File: config.mk
export PLATFORM = sky130hd
export DESIGN_NAME = source_text_tokenizer
export DESIGN_NICKNAME = d
export VERILOG_FILES = /design/src/stt_pkg.sv /design/src/stt_lexer.sv /design/src/stt_token_fifo.sv /design/src/source_text_tokenizer.sv
export SDC_FILE = /design/constraint.sdc
export NUM_CORES = 1
export LEC_CHECK = 0
export BUFFER_PORTS_ARGS = -buffer_cell sky130_fd_sc_hd__buf_2
export CAP_MARGIN = 10
export CORE_UTILIZATION = 44
export CTS_BUF_LIST = sky130_fd_sc_hd__clkbuf_16
export DETAILED_ROUTE_END_ITERATION = 10
export PLACE_DENSITY_LB_ADDON = 0.12
export RECOVER_POWER = 100
export SLEW_MARGIN = 10
export SYNTH_ARGS = -nofsm -noshare
export SYNTH_HDL_FRONTEND = slang
export SYNTH_SLANG_ARGS = --single-unit
File: constraint.sdc
create_clock -name clk -period 8 [get_ports clk]
set_clock_uncertainty 0.15 [all_clocks]
set_input_delay 1.2 -clock clk [delete_from_list [all_inputs] [get_ports clk]]
set_output_delay 1.2 -clock clk [all_outputs]
set_load 0.005 [all_outputs]
File: src/stt_pkg.sv
// ============================================================================
// stt_pkg
// Shared types, token kind codes and byte classification for the source
// text tokenizer.
// ============================================================================
package stt_pkg;

    localparam int POSITION_BITS_DEFAULT  = 16;
    localparam int MAX_RUN_LENGTH_DEFAULT = 255;

    localparam int CHAR_W   = 8;
    localparam int KIND_W   = 5;
    localparam int START_W  = 16;
    localparam int LENGTH_W = 8;

    localparam logic [CHAR_W-1:0] CHAR_NUL        = 8'h00;
    localparam logic [CHAR_W-1:0] CHAR_SPACE      = 8'h20;
    localparam logic [CHAR_W-1:0] CHAR_UNDERSCORE = 8'h5F;
    localparam logic [CHAR_W-1:0] CHAR_DQUOTE     = 8'h22;
    localparam logic [CHAR_W-1:0] CHAR_SQUOTE     = 8'h27;
    localparam logic [CHAR_W-1:0] CHAR_BAR        = 8'h7C;

    typedef enum logic [KIND_W-1:0] {
        KIND_NUMBER   = 5'd0,
        KIND_IDENT    = 5'd1,
        KIND_LPAREN   = 5'd2,
        KIND_RPAREN   = 5'd3,
        KIND_LBRACKET = 5'd4,
        KIND_RBRACKET = 5'd5,
        KIND_LBRACE   = 5'd6,
        KIND_RBRACE   = 5'd7,
        KIND_LESS     = 5'd8,
        KIND_GREATER  = 5'd9,
        KIND_EQUAL    = 5'd10,
        KIND_PLUS     = 5'd11,
        KIND_MINUS    = 5'd12,
        KIND_STAR     = 5'd13,
        KIND_SLASH    = 5'd14,
        KIND_HASH     = 5'd15,
        KIND_DOT      = 5'd16,
        KIND_COMMA    = 5'd17,
        KIND_COLON    = 5'd18,
        KIND_SEMI     = 5'd19,
        KIND_SQUOTE   = 5'd20,
        KIND_DQUOTE   = 5'd21,
        KIND_COMMENT  = 5'd22,
        KIND_BAR      = 5'd23,
        KIND_END      = 5'd24,
        KIND_ERROR    = 5'd25
    } kind_t;

    typedef enum logic [1:0] {
        MODE_NONE   = 2'd0,
        MODE_NUMBER = 2'd1,
        MODE_IDENT  = 2'd2
    } mode_t;

    typedef struct packed {
        kind_t                 kind;
        logic [START_W-1:0]    start;
        logic [LENGTH_W-1:0]   length;
        logic                  saturated;
        logic                  last;
    } token_t;

    // Up to two tokens leave the lexer for each byte it processes.
    typedef struct packed {
        logic [1:0] count;
        token_t     first;
        token_t     second;
    } push_t;

    typedef struct packed {
        logic  hit;
        kind_t kind;
    } punct_t;

    function automatic logic is_ws(input logic [CHAR_W-1:0] c);
        logic r;
        r = (c == CHAR_SPACE) || (c inside {[8'd9:8'd13]});
        return r;
    endfunction

    function automatic logic is_dig(input logic [CHAR_W-1:0] c);
        logic r;
        r = c inside {[8'h30:8'h39]};
        return r;
    endfunction

    function automatic logic is_word(input logic [CHAR_W-1:0] c);
        logic r;
        r = (c inside {[8'h30:8'h39], [8'h41:8'h5A], [8'h61:8'h7A]})
            || (c == CHAR_UNDERSCORE);
        return r;
    endfunction

    function automatic punct_t punct_kind(input logic [CHAR_W-1:0] c);
        punct_t r;
        r.hit = 1'b1;
        case (c)
            8'h28:       r.kind = KIND_LPAREN;
            8'h29:       r.kind = KIND_RPAREN;
            8'h5B:       r.kind = KIND_LBRACKET;
            8'h5D:       r.kind = KIND_RBRACKET;
            8'h7B:       r.kind = KIND_LBRACE;
            8'h7D:       r.kind = KIND_RBRACE;
            8'h3C:       r.kind = KIND_LESS;
            8'h3E:       r.kind = KIND_GREATER;
            8'h3D:       r.kind = KIND_EQUAL;
            8'h2B:       r.kind = KIND_PLUS;
            8'h2D:       r.kind = KIND_MINUS;
            8'h2A:       r.kind = KIND_STAR;
            8'h2F:       r.kind = KIND_SLASH;
            8'h23:       r.kind = KIND_HASH;
            8'h2E:       r.kind = KIND_DOT;
            8'h2C:       r.kind = KIND_COMMA;
            8'h3A:       r.kind = KIND_COLON;
            8'h3B:       r.kind = KIND_SEMI;
            CHAR_SQUOTE: r.kind = KIND_SQUOTE;
            CHAR_DQUOTE: r.kind = KIND_DQUOTE;
            CHAR_BAR:    r.kind = KIND_BAR;
            default:
            begin
                r.hit  = 1'b0;
                r.kind = KIND_ERROR;
            end
        endcase
        return r;
    endfunction

endpackage

File: src/stt_lexer.sv
// ============================================================================
// stt_lexer
// Input word register, run state and token generation for one byte a cycle while space_ok is high.
// ============================================================================
module stt_lexer #(
    parameter int POSITION_BITS  = stt_pkg::POSITION_BITS_DEFAULT,
    parameter int MAX_RUN_LENGTH = stt_pkg::MAX_RUN_LENGTH_DEFAULT
) (
    input  logic                        clk,
    input  logic                        rst_n,
    input  logic                        in_valid,
    output logic                        in_ready,
    input  logic [stt_pkg::CHAR_W-1:0]  char_code,
    input  logic                        space_ok,
    output stt_pkg::push_t              push
);
    import stt_pkg::*;

    localparam int COUNT_W = $clog2(MAX_RUN_LENGTH + 1);
    localparam logic [COUNT_W-1:0] MAX_COUNT = COUNT_W'(MAX_RUN_LENGTH);

    logic                      hold_valid_reg, hold_valid_next;
    logic [CHAR_W-1:0]         hold_char_reg;
    mode_t                     mode_reg, mode_next;
    logic [POSITION_BITS-1:0]  start_reg, start_next;
    logic [COUNT_W-1:0]        count_reg, count_next;
    logic                      clipped_reg, clipped_next;
    logic [POSITION_BITS-1:0]  pos_reg, pos_next;

    logic       fire;
    logic       run_open;
    logic       cont;
    token_t     run_tok;
    token_t     byte_tok;
    logic       byte_emit;
    punct_t     pk;
    logic [CHAR_W-1:0] c;

    assign c        = hold_char_reg;
    assign fire     = hold_valid_reg && space_ok;
    assign in_ready = !hold_valid_reg || space_ok;
    assign hold_valid_next = in_ready ? in_valid : hold_valid_reg;

    always_ff @(posedge clk)
    begin
        if (in_valid && in_ready)
        begin
            hold_char_reg <= char_code;
        end
    end

    always_comb
    begin
        case (mode_reg)
            MODE_NUMBER:
            begin
                run_open = 1'b1;
                cont     = is_dig(c);
            end
            MODE_IDENT:
            begin
                run_open = 1'b1;
                cont     = is_word(c);
            end
            default:
            begin
                run_open = 1'b0;
                cont     = 1'b0;
            end
        endcase
    end

    always_comb
    begin
        pk = punct_kind(c);

        mode_next    = mode_reg;
        start_next   = start_reg;
        count_next   = count_reg;
        clipped_next = clipped_reg;
        pos_next     = pos_reg;

        run_tok.kind      = (mode_reg == MODE_NUMBER) ? KIND_NUMBER : KIND_IDENT;
        run_tok.start     = START_W'(start_reg);
        run_tok.length    = LENGTH_W'(count_reg);
        run_tok.saturated = clipped_reg;
        run_tok.last      = 1'b0;

        byte_emit          = 1'b0;
        byte_tok.kind      = KIND_ERROR;
        byte_tok.start     = START_W'(pos_reg);
        byte_tok.length    = LENGTH_W'(1);
        byte_tok.saturated = 1'b0;
        byte_tok.last      = 1'b1;

        if (run_open && cont)
        begin
            if (count_reg < MAX_COUNT)
            begin
                count_next = count_reg + 1'b1;
            end
            else
            begin
                clipped_next = 1'b1;
            end
            pos_next = pos_reg + 1'b1;
        end
        else
        begin
            mode_next    = MODE_NONE;
            count_next   = '0;
            clipped_next = 1'b0;
            if (c == CHAR_NUL)
            begin
                byte_emit       = 1'b1;
                byte_tok.kind   = KIND_END;
                byte_tok.length = '0;
                start_next      = '0;
                pos_next        = '0;
            end
            else
            begin
                if (is_ws(c))
                begin
                    byte_emit = 1'b0;
                end
                else if (pk.hit)
                begin
                    byte_emit     = 1'b1;
                    byte_tok.kind = pk.kind;
                end
                else if (is_dig(c) || is_word(c))
                begin
                    mode_next  = is_dig(c) ? MODE_NUMBER : MODE_IDENT;
                    start_next = pos_reg;
                    count_next = COUNT_W'(1);
                end
                else
                begin
                    byte_emit = 1'b1;
                end
                pos_next = pos_reg + 1'b1;
            end
        end
    end

    // Pack the run token ahead of the byte's own token; the final one is last.
    always_comb
    begin
        push.count  = 2'd0;
        push.first  = byte_tok;
        push.second = byte_tok;
        if (fire && run_open && !cont)
        begin
            push.first      = run_tok;
            push.first.last = !byte_emit;
            push.count      = byte_emit ? 2'd2 : 2'd1;
        end
        else if (fire && byte_emit)
        begin
            push.count = 2'd1;
        end
    end

    always_ff @(posedge clk or negedge rst_n)
    begin
        if (!rst_n)
        begin
            hold_valid_reg <= 1'b0;
            mode_reg       <= MODE_NONE;
            start_reg      <= '0;
            count_reg      <= '0;
            clipped_reg    <= 1'b0;
            pos_reg        <= '0;
        end
        else
        begin
            hold_valid_reg <= hold_valid_next;
            if (fire)
            begin
                mode_reg    <= mode_next;
                start_reg   <= start_next;
                count_reg   <= count_next;
                clipped_reg <= clipped_next;
                pos_reg     <= pos_next;
            end
        end
    end

endmodule

File: src/stt_token_fifo.sv
// ============================================================================
// stt_token_fifo
// Four-entry token queue that takes up to two tokens and gives one a cycle while out_ready is high.
// ============================================================================
module stt_token_fifo (
    input  logic            clk,
    input  logic            rst_n,
    input  stt_pkg::push_t  push,
    output logic            space_ok,
    output logic            out_valid,
    input  logic            out_ready,
    output stt_pkg::token_t head
);
    import stt_pkg::*;

    localparam int DEPTH = 4;
    localparam int PTR_W = $clog2(DEPTH);

    token_t             mem [DEPTH];
    logic [PTR_W-1:0]   wr_ptr_reg, wr_ptr_next;
    logic [PTR_W-1:0]   rd_ptr_reg, rd_ptr_next;
    logic [PTR_W:0]     count_reg, count_next;
    logic               pop;
    logic [PTR_W-1:0]   wr_ptr_plus1;

    assign out_valid    = (count_reg != '0);
    assign pop          = out_valid && out_ready;
    assign head         = mem[rd_ptr_reg];
    // Room for the worst case of two tokens from one word.
    assign space_ok     = (count_reg <= (PTR_W + 1)'(DEPTH - 2));
    assign wr_ptr_plus1 = wr_ptr_reg + 1'b1;
    assign wr_ptr_next  = wr_ptr_reg + PTR_W'(push.count);
    assign rd_ptr_next  = rd_ptr_reg + PTR_W'(pop);
    assign count_next   = count_reg + (PTR_W + 1)'(push.count) - (PTR_W + 1)'(pop);

    always_ff @(posedge clk)
    begin
        if (push.count != 2'd0)
        begin
            mem[wr_ptr_reg] <= push.first;
        end
        if (push.count == 2'd2)
        begin
            mem[wr_ptr_plus1] <= push.second;
        end
    end

    always_ff @(posedge clk or negedge rst_n)
    begin
        if (!rst_n)
        begin
            wr_ptr_reg <= '0;
            rd_ptr_reg <= '0;
            count_reg  <= '0;
        end
        else
        begin
            wr_ptr_reg <= wr_ptr_next;
            rd_ptr_reg <= rd_ptr_next;
            count_reg  <= count_next;
        end
    end

endmodule

File: src/source_text_tokenizer.sv
// ============================================================================
// source_text_tokenizer
// Streaming tokenizer: one source byte in, number, identifier, punctuation,
// error and end tokens out.
// ============================================================================
// Usage:
//   The input channel takes one byte word (char_code) per cycle under
//   in_valid/in_ready. A zero byte ends the text, emits an End token and
//   restarts positions at zero. The output channel gives one token word per
//   cycle under out_valid/out_ready; last_of_step marks the final token of
//   the byte that caused it.
//   Path: a byte is held in the input register, where it is classified;
//   its tokens are written into a four-entry token queue once it has
//   room for two, and the first one is on the output from then on.
//   Throughput: one byte per cycle while the queue has room for two tokens.
//   A byte that closes a run and is itself punctuation yields two tokens,
//   and the single-word output port then sets the pace.
//   When the receiver stalls, the queue fills; once fewer than two entries
//   are free the byte in the input register waits and in_ready drops.
//   Nothing is lost or reordered.
//   Reset clears the queue, the run state and the byte position.
// ============================================================================
module source_text_tokenizer #(
    parameter int POSITION_BITS  = stt_pkg::POSITION_BITS_DEFAULT,
    parameter int MAX_RUN_LENGTH = stt_pkg::MAX_RUN_LENGTH_DEFAULT
) (
    input  logic                          clk,
    input  logic                          rst_n,
    input  logic                          in_valid,
    output logic                          in_ready,
    input  logic [stt_pkg::CHAR_W-1:0]    char_code,
    output logic                          out_valid,
    input  logic                          out_ready,
    output logic [stt_pkg::KIND_W-1:0]    token_kind,
    output logic [stt_pkg::START_W-1:0]   token_start,
    output logic [stt_pkg::LENGTH_W-1:0]  token_length,
    output logic                          length_saturated,
    output logic                          last_of_step
);
    import stt_pkg::*;

    push_t  push;
    logic   space_ok;
    token_t head;

    stt_lexer #(
        .POSITION_BITS  (POSITION_BITS),
        .MAX_RUN_LENGTH (MAX_RUN_LENGTH)
    ) u_lexer (
        .clk       (clk),
        .rst_n     (rst_n),
        .in_valid  (in_valid),
        .in_ready  (in_ready),
        .char_code (char_code),
        .space_ok  (space_ok),
        .push      (push)
    );

    stt_token_fifo u_fifo (
        .clk       (clk),
        .rst_n     (rst_n),
        .push      (push),
        .space_ok  (space_ok),
        .out_valid (out_valid),
        .out_ready (out_ready),
        .head      (head)
    );

    assign token_kind       = head.kind;
    assign token_start      = head.start;
    assign token_length     = head.length;
    assign length_saturated = head.saturated;
    assign last_of_step     = head.last;

endmodule
==> results of run 1 <==
[worst max-delay path: stages (launching register included)]
cell      delay (ns)
edfxtp_1        0.66
and2_1          0.30
a211oi_1        0.67
o31a_2          0.32
nand3_1         0.30
nor3b_1         2.17
a22o_1          0.34
[cells in the mapped netlist (all sizes together), types with 9 or more instances]
cell type,n,area [um^2]
xnor2,11,96.34
a22o,91,797.0
mux4,31,698.2
nor2,59,241.5
a21oi,18,93.84
edfxtp,96,2883
nand3,18,102.6
o21ai,39,206.5
inv,16,60.06
dfxtp,36,720.7
nand2,70,265.3
clkbuf,33,123.9
nor3,10,55.05
ha,9,112.6
buf,23,112.6
xor2,14,122.6
dfrtp,51,1276
nand4,9,62.56
[layout by cell type (no fill, tap or decap), types with 6 or more instances in the layout]
cell type / instances
inv_1: 16
nand2_1: 70
nand4_1: 9
mux4_2: 31
a22o_1: 91
nor2_1: 57
nand3_1: 18
edfxtp_1: 96
a21oi_1: 17
and3_1: 6
xor2_1: 14
o32ai_1: 6
buf_2: 32
dfrtp_1: 50
ha_1: 9
o211ai_1: 6
o21ai_0: 39
clkbuf_16: 17
clkbuf_1: 14
nand2b_1: 7
nor3_1: 9
xnor2_1: 11
dfxtp_1: 36
[power breakdown]
part / internal (mW) / switching, mW
sequential: 1.19 / 0.139
combinational: 0.383 / 0.636
clock: 0.417 / 0.404
[layout make-up]
class	count	area (um^2)
Tap cell	265	331.6
Inverter	16	60.06
Clock buffer	17	425.4
Multi-Input combinational cell	483	3607
Sequential cell	183	4881
Timing Repair Buffer	51	250.2
Clock inverter	15	160.2
Fill cell	1750	9874
[cell families after synthesis]
logic type | Yosys count | synth area share (%)
flip-flops | 183 | 55.09
XOR/XNOR | 25 | 2.472
multiplexers | 31 | 7.882
AND/OR/NAND/NOR | 217 | 12.46
buffers and inverters | 72 | 3.348
AO/OA/AOI/OAI | 200 | 17.25
adder cells (fa/ha/maj) | 10 | 1.497
[final timing paths]
check / endpoint / cells after the start / from
max in group asynchronous: u_fifo.rd_ptr_reg[0] / 2 / rst_n
min in group asynchronous: u_lexer.start_reg[12] / 2 / rst_n
hold reg to reg: u_fifo.mem[3][0] / 2 / u_fifo.mem[3][0]
hold / removal: u_fifo.mem[3][0] / 2 / u_fifo.mem[3][0]
setup / recovery: u_fifo.mem[1][13] / 6 / u_lexer.c[1]
setup reg to reg: u_fifo.mem[1][13] / 6 / u_lexer.c[1]
[layer usage]
layer	share of wire, %	up-vias
met5	0	-
met4	1.6	0
met3	5.0	26
met2	48	220
met1	45	3089
li1	-	2850
[per-stage QoR]
| step | util (%) | hold slack, ns | setup slack [ns] |
|---|---|---|---|
| 6_report | 49.59 | 0.3064 | 2.939 |
| 5_1_grt | 49.59 | 0.3314 | 2.761 |
| 4_1_cts | 50.09 | 0.3122 | 4.055 |
| 3_5_place_dp | 47.10 | 0.3028 | 4.062 |
| 3_3_place_gp | 47.10 | 0.3005 | 4.171 |
| 2_1_floorplan | - | 0.2712 | 4.880 |
==> flow_summary.yaml, run 1 <==
synthesis:
  ys_ff_latch: 183
  syn_area_um2: 8857
  synthFlopType: "edfxtp_1"
  synth_cell_types: 74
  syn-num-nets: 760
  syn_area_per_cell_um2: 12.00
  yosysWarningCount: 0
  ys_seq_area_share_pct: 55.09
  synth-edff-count: 96
  ys_async_sr_fraction_pct: 27.87
  postSynthCellCount: 738
setup_path:
  cp_max_fo: 20
  critical_path_class: "reg -> reg"
  rrSetupSlack_ns: 2.94
  cp_data_required_time_ns: 8.14
  start_kind: "flop"
  crit_path_end_kind: "flop"
  worst_ep_arrival_time_ns: 5.20
cells_and_area:
  num_antenna_cells: 0
  nets: 774
  largest_reg_flops: 124
  design_area_um2: 9716
  layout-drive-gt1-share_pct: 14.38
  final_cells: 1030
  syn_to_final_growth_pct: 9.691
global_route:
  grt-ovfl-total: 0
  first_global_vias: 6003
  grt.met2_usage_pct: 34.86
  grt_max_degree: 52
  grt_pass1_wl_mm: 33.72
  use_met3_pct: 3.432
  grt_usage_pct: 22.00
  antenna_found_initial: 0
  top_usage_layer: "met2"
  met1_usage_pct: 30.74
clock_tree:
  post_cts_buffers: 0
  h-tree-depth: 4
  cts_resized: 0
  cts_tree: "built"
  cts.sinks: 183
  cts_buffer_depth: 2
  clk_pin_slew_worst_paths_ns: 0.07
  worst_skew_pair.late_latency_ns: 0.43
  holdBufCountCts: 0
  cts_buffers: 17
  clk_root_buffer_cell: "clkbuf_16"
timing:
  fin_crit_ns: 5.061
  setup_viol: 0
  relSlewSlack_pct: -98.63
  hold_viol: 0
  fmax_ghz: 0.1976
  worstMarginPinSlew_ns: 2.979
  setup_tns_ns: 0
  rsz0062_at_grt: "false"
  post-route-period-util_pct: 63.26
  drv_slew: 139
route:
  drc_errors: 0
  routed_via_density: 6.005
  drtAntennaViolNets: 0
  drtIter0Drc: 560
  totalWireLength_mm: 21.53
  vias: 6185
  routedWlPerCell_um: 20.90
  drt-pass1-iter-count: 5
status:
  violations: "max-capacitance violations, max-slew violations"
  run_status: "finished, violations left"
hold_path:
  hold_class: "reg -> reg"
placement:
  dp.cells: 998
  gp_congestion: 0.8735
  dpl.hpwl_mm: 13.65
  placed_cell_area_um2: 9226
  portBuffers: 44
floorplan:
  die_w_um: 143.9
  coreArea_um2: 19590
  dieArea_um2: 20700
  ios: 45
  start_util_pct: 45.21
  fp.dieH_um: 143.9
  std_cell_rows: 51
power_and_ir_drop:
  leakage_nw: 3.592
  power_density_nw_per_um2: 325.6
  max-vdd-ir-drop_uv: 195.9
  total_power_mw: 3.164
flow_run:
  maxCapViolCount: 5
Power figures use the tool's default switching activity.
==> inputs of run 2 (changes only) <==
- clock period: 8 -> 5.3 ns (I/O delays scaled with it)
==> run 2 against run 1 <==
Against the previous run: largest cell class unchanged; die area unchanged; first-iteration DRC count increased by 13%; sequential share of layout area decreased by 0.12 points; worst hold slack got worse by 0.0031 ns; the flow still finishes with violations (max-capacitance violations, max-slew violations); critical path type unchanged; critical path depth unchanged; total power increased by 52%.
==> flow_summary.yaml, run 2 (synthesized netlist as in run 1, its figures left out) <==
setup_path:
  cp_max_fo: 22
  rrSetupSlack_ns: 0.83
  critPathMaxStageDelay_ns: 1.07
  timing.rr.end: "u_fifo.mem[3][28]"
  worst_ep_arrival_time_ns: 4.37
  crit_path_end_kind: "flop"
  critPathTopFamily: "compound AO/OA/AOI/OAI gates"
  reg2regPathDepth: 6
  startpoint: "u_lexer.c[1]"
  start_kind: "flop"
  worst_path_max_delay_cell: "inv_1"
  critPathBufInv: 1
  critical_path_class: "reg -> reg"
  worstReg2RegStart: "u_lexer.c[1]"
  crit_chain: "and2_0 -> a211oi_1 -> o211ai_1 -> o21ai_2 -> nand4_1 -> inv_1"
  cp_data_required_time_ns: 5.19
clock_tree:
  clk_pin_slew_worst_paths_ns: 0.07
  clk_root_buffer_cell: "clkbuf_16"
  cts_buffers: 17
  cts_resized: 0
  worst_skew_pair.late_latency_ns: 0.43
  cts.sinks: 183
  cts_tree: "built"
  h-tree-depth: 4
  post_cts_buffers: 0
  cts_buffer_depth: 2
  holdBufCountCts: 0
cells_and_area:
  design_area_um2: 9736
  syn_to_final_growth_pct: 9.917
  largest_reg_flops: 124
  most-common-layout-cells: "edfxtp_1, a22o_1, nand2_1, nor2_1, dfrtp_1"
  final_common_cell: "edfxtp_1"
  multi_input_area_um2: 3626
  fill_cells: 1736
  layout-drive-gt1-share_pct: 12.92
  seqCellArea_um2: 4880
  num_antenna_cells: 0
  nets: 775
global_route:
  grt_max_degree: 52
  grt_pass1_wl_mm: 34.22
  grt_usage_pct: 22.37
  grt-ovfl-total: 0
  first_global_vias: 6055
  antenna_found_initial: 0
power_and_ir_drop:
  power_frac_clock_pct: 26.6
  power_switching_mw: 1.791
  leakage_nw: 3.568
  seq_power_share_pct: 42.3
  power_density_nw_per_um2: 494.8
  swShare_pct: 37.18
  p_int_mw: 3.026
  max-vdd-ir-drop_uv: 268.4
  p_comb_share_pct: 31.1
route:
  drc_errors: 0
  drtAntennaViolNets: 0
  totalWireLength_mm: 21.77
  drtIter0Drc: 630
  vias: 6141
  routed_via_density: 5.956
  routedWlPerCell_um: 21.12
  drt-pass1-iter-count: 5
timing:
  drv_slew: 104
  rsz0062_at_grt: "false"
  hold_viol: 0
  fmax_ghz: 0.2235
  setup_viol: 0
  relSlewSlack_pct: -99.96
  setup_tns_ns: 0
  worstMarginPinSlew_ns: 2.999
  fin_crit_ns: 4.474
  post-route-period-util_pct: 84.41
placement:
  dpl.hpwl_mm: 13.92
  placed_cell_area_um2: 9226
  gp_congestion: 0.8877
  portBuffers: 44
status:
  violations: "max-capacitance violations, max-slew violations"
  run_status: "finished, violations left"
hold_path:
  hold_depth: 2
  holdCritStartpoint: "u_fifo.mem[1][0]"
  holdPathEnd: "u_fifo.mem[1][0]"
  hold_class: "reg -> reg"
floorplan:
  coreArea_um2: 19590
  std_cell_rows: 51
  die_w_um: 143.9
  dieArea_um2: 20700
  ios: 45
  fp.dieH_um: 143.9
  start_util_pct: 45.21
flow_run:
  maxCapViolCount: 3
-- run 2: cell types whose count changed in the layout (fill, tap and decap cells not counted), moves of 2 or more --
cell | before | now
nor2_2 | 2 | 4
nor2_1 | 57 | 55
buf_2 | 32 | 20
o21ai_0 | 39 | 36
buf_4 | 5 | 3
clkbuf_1 | 14 | 27
buf_1 | 0 | 2
o21ai_2 | 0 | 2
-- run 2: routing by layer --
metal | wire (um) | track usage (%) | up-vias
li1 | - | - | 2851
met1 | 9793 | 30.08 | 3054
met2 | 10330 | 35.65 | 199
met3 | 1173 | 4.732 | 37
met4 | 476 | 8.063 | 0
met5 | 0 | 0 | -
-- run 2: layout make-up --
type	count	share of cell area [%]
clock inverters	15	1.864
inverters	16	0.6169
clock buffers	17	4.370
flip-flops and latches	183	50.12
repair buffers	52	2.378
well taps	265	3.406
multi-input cells	483	37.24
-- run 2: worst reg2reg max path, cell delays in order (launching register included) --
cell      delay [ns]
edfxtp_1        0.66
and2_0          0.31
a211oi_1        0.60
o211ai_1        0.47
o21ai_2         0.26
nand4_1         0.56
inv_1           1.07
-- run 2: how the worst max path moves through the flow --
| stage | endpoint | slack [ns] | depth (start not counted) |
|---|---|---|---|
| after floorplan | u_fifo.count_reg[2] | 2.18 | 13 |
| after global placement | u_fifo.mem[1][22] | 1.46 | 6 |
| after detailed placement | u_fifo.mem[1][22] | 1.38 | 6 |
| after CTS | u_fifo.mem[1][28] | 1.35 | 6 |
| after global routing | u_fifo.mem[0][28] | 0.56 | 7 |
| final | u_fifo.mem[3][28] | 0.83 | 6 |
-- run 2: power groups by stage --
stage / Combinational (mW) / Sequential [mW] / Clock (mW)
2_1_floorplan: 1.18 / 1.90 / 0
3_3_place_gp: 1.52 / 2.06 / 0
3_5_place_dp: 1.55 / 2.07 / 0
4_1_cts: 1.56 / 2.04 / 1.30
5_1_grt: 1.66 / 2.08 / 1.36
6_report: 1.50 / 2.04 / 1.28
-- run 2: per-stage QoR --
step,power [mW],worst slack [ns],instances,hold slack [ns],util [%]
after floorplan,3.081,2.180,738,0.2712,-
after global placement,3.579,1.463,998,0.3004,47.10
after detailed placement,3.625,1.382,998,0.2956,47.10
after CTS,4.899,1.346,1030,0.3066,50.19
after global routing,5.093,0.5599,1031,0.3422,49.70
final,4.817,0.8261,1031,0.3033,49.70
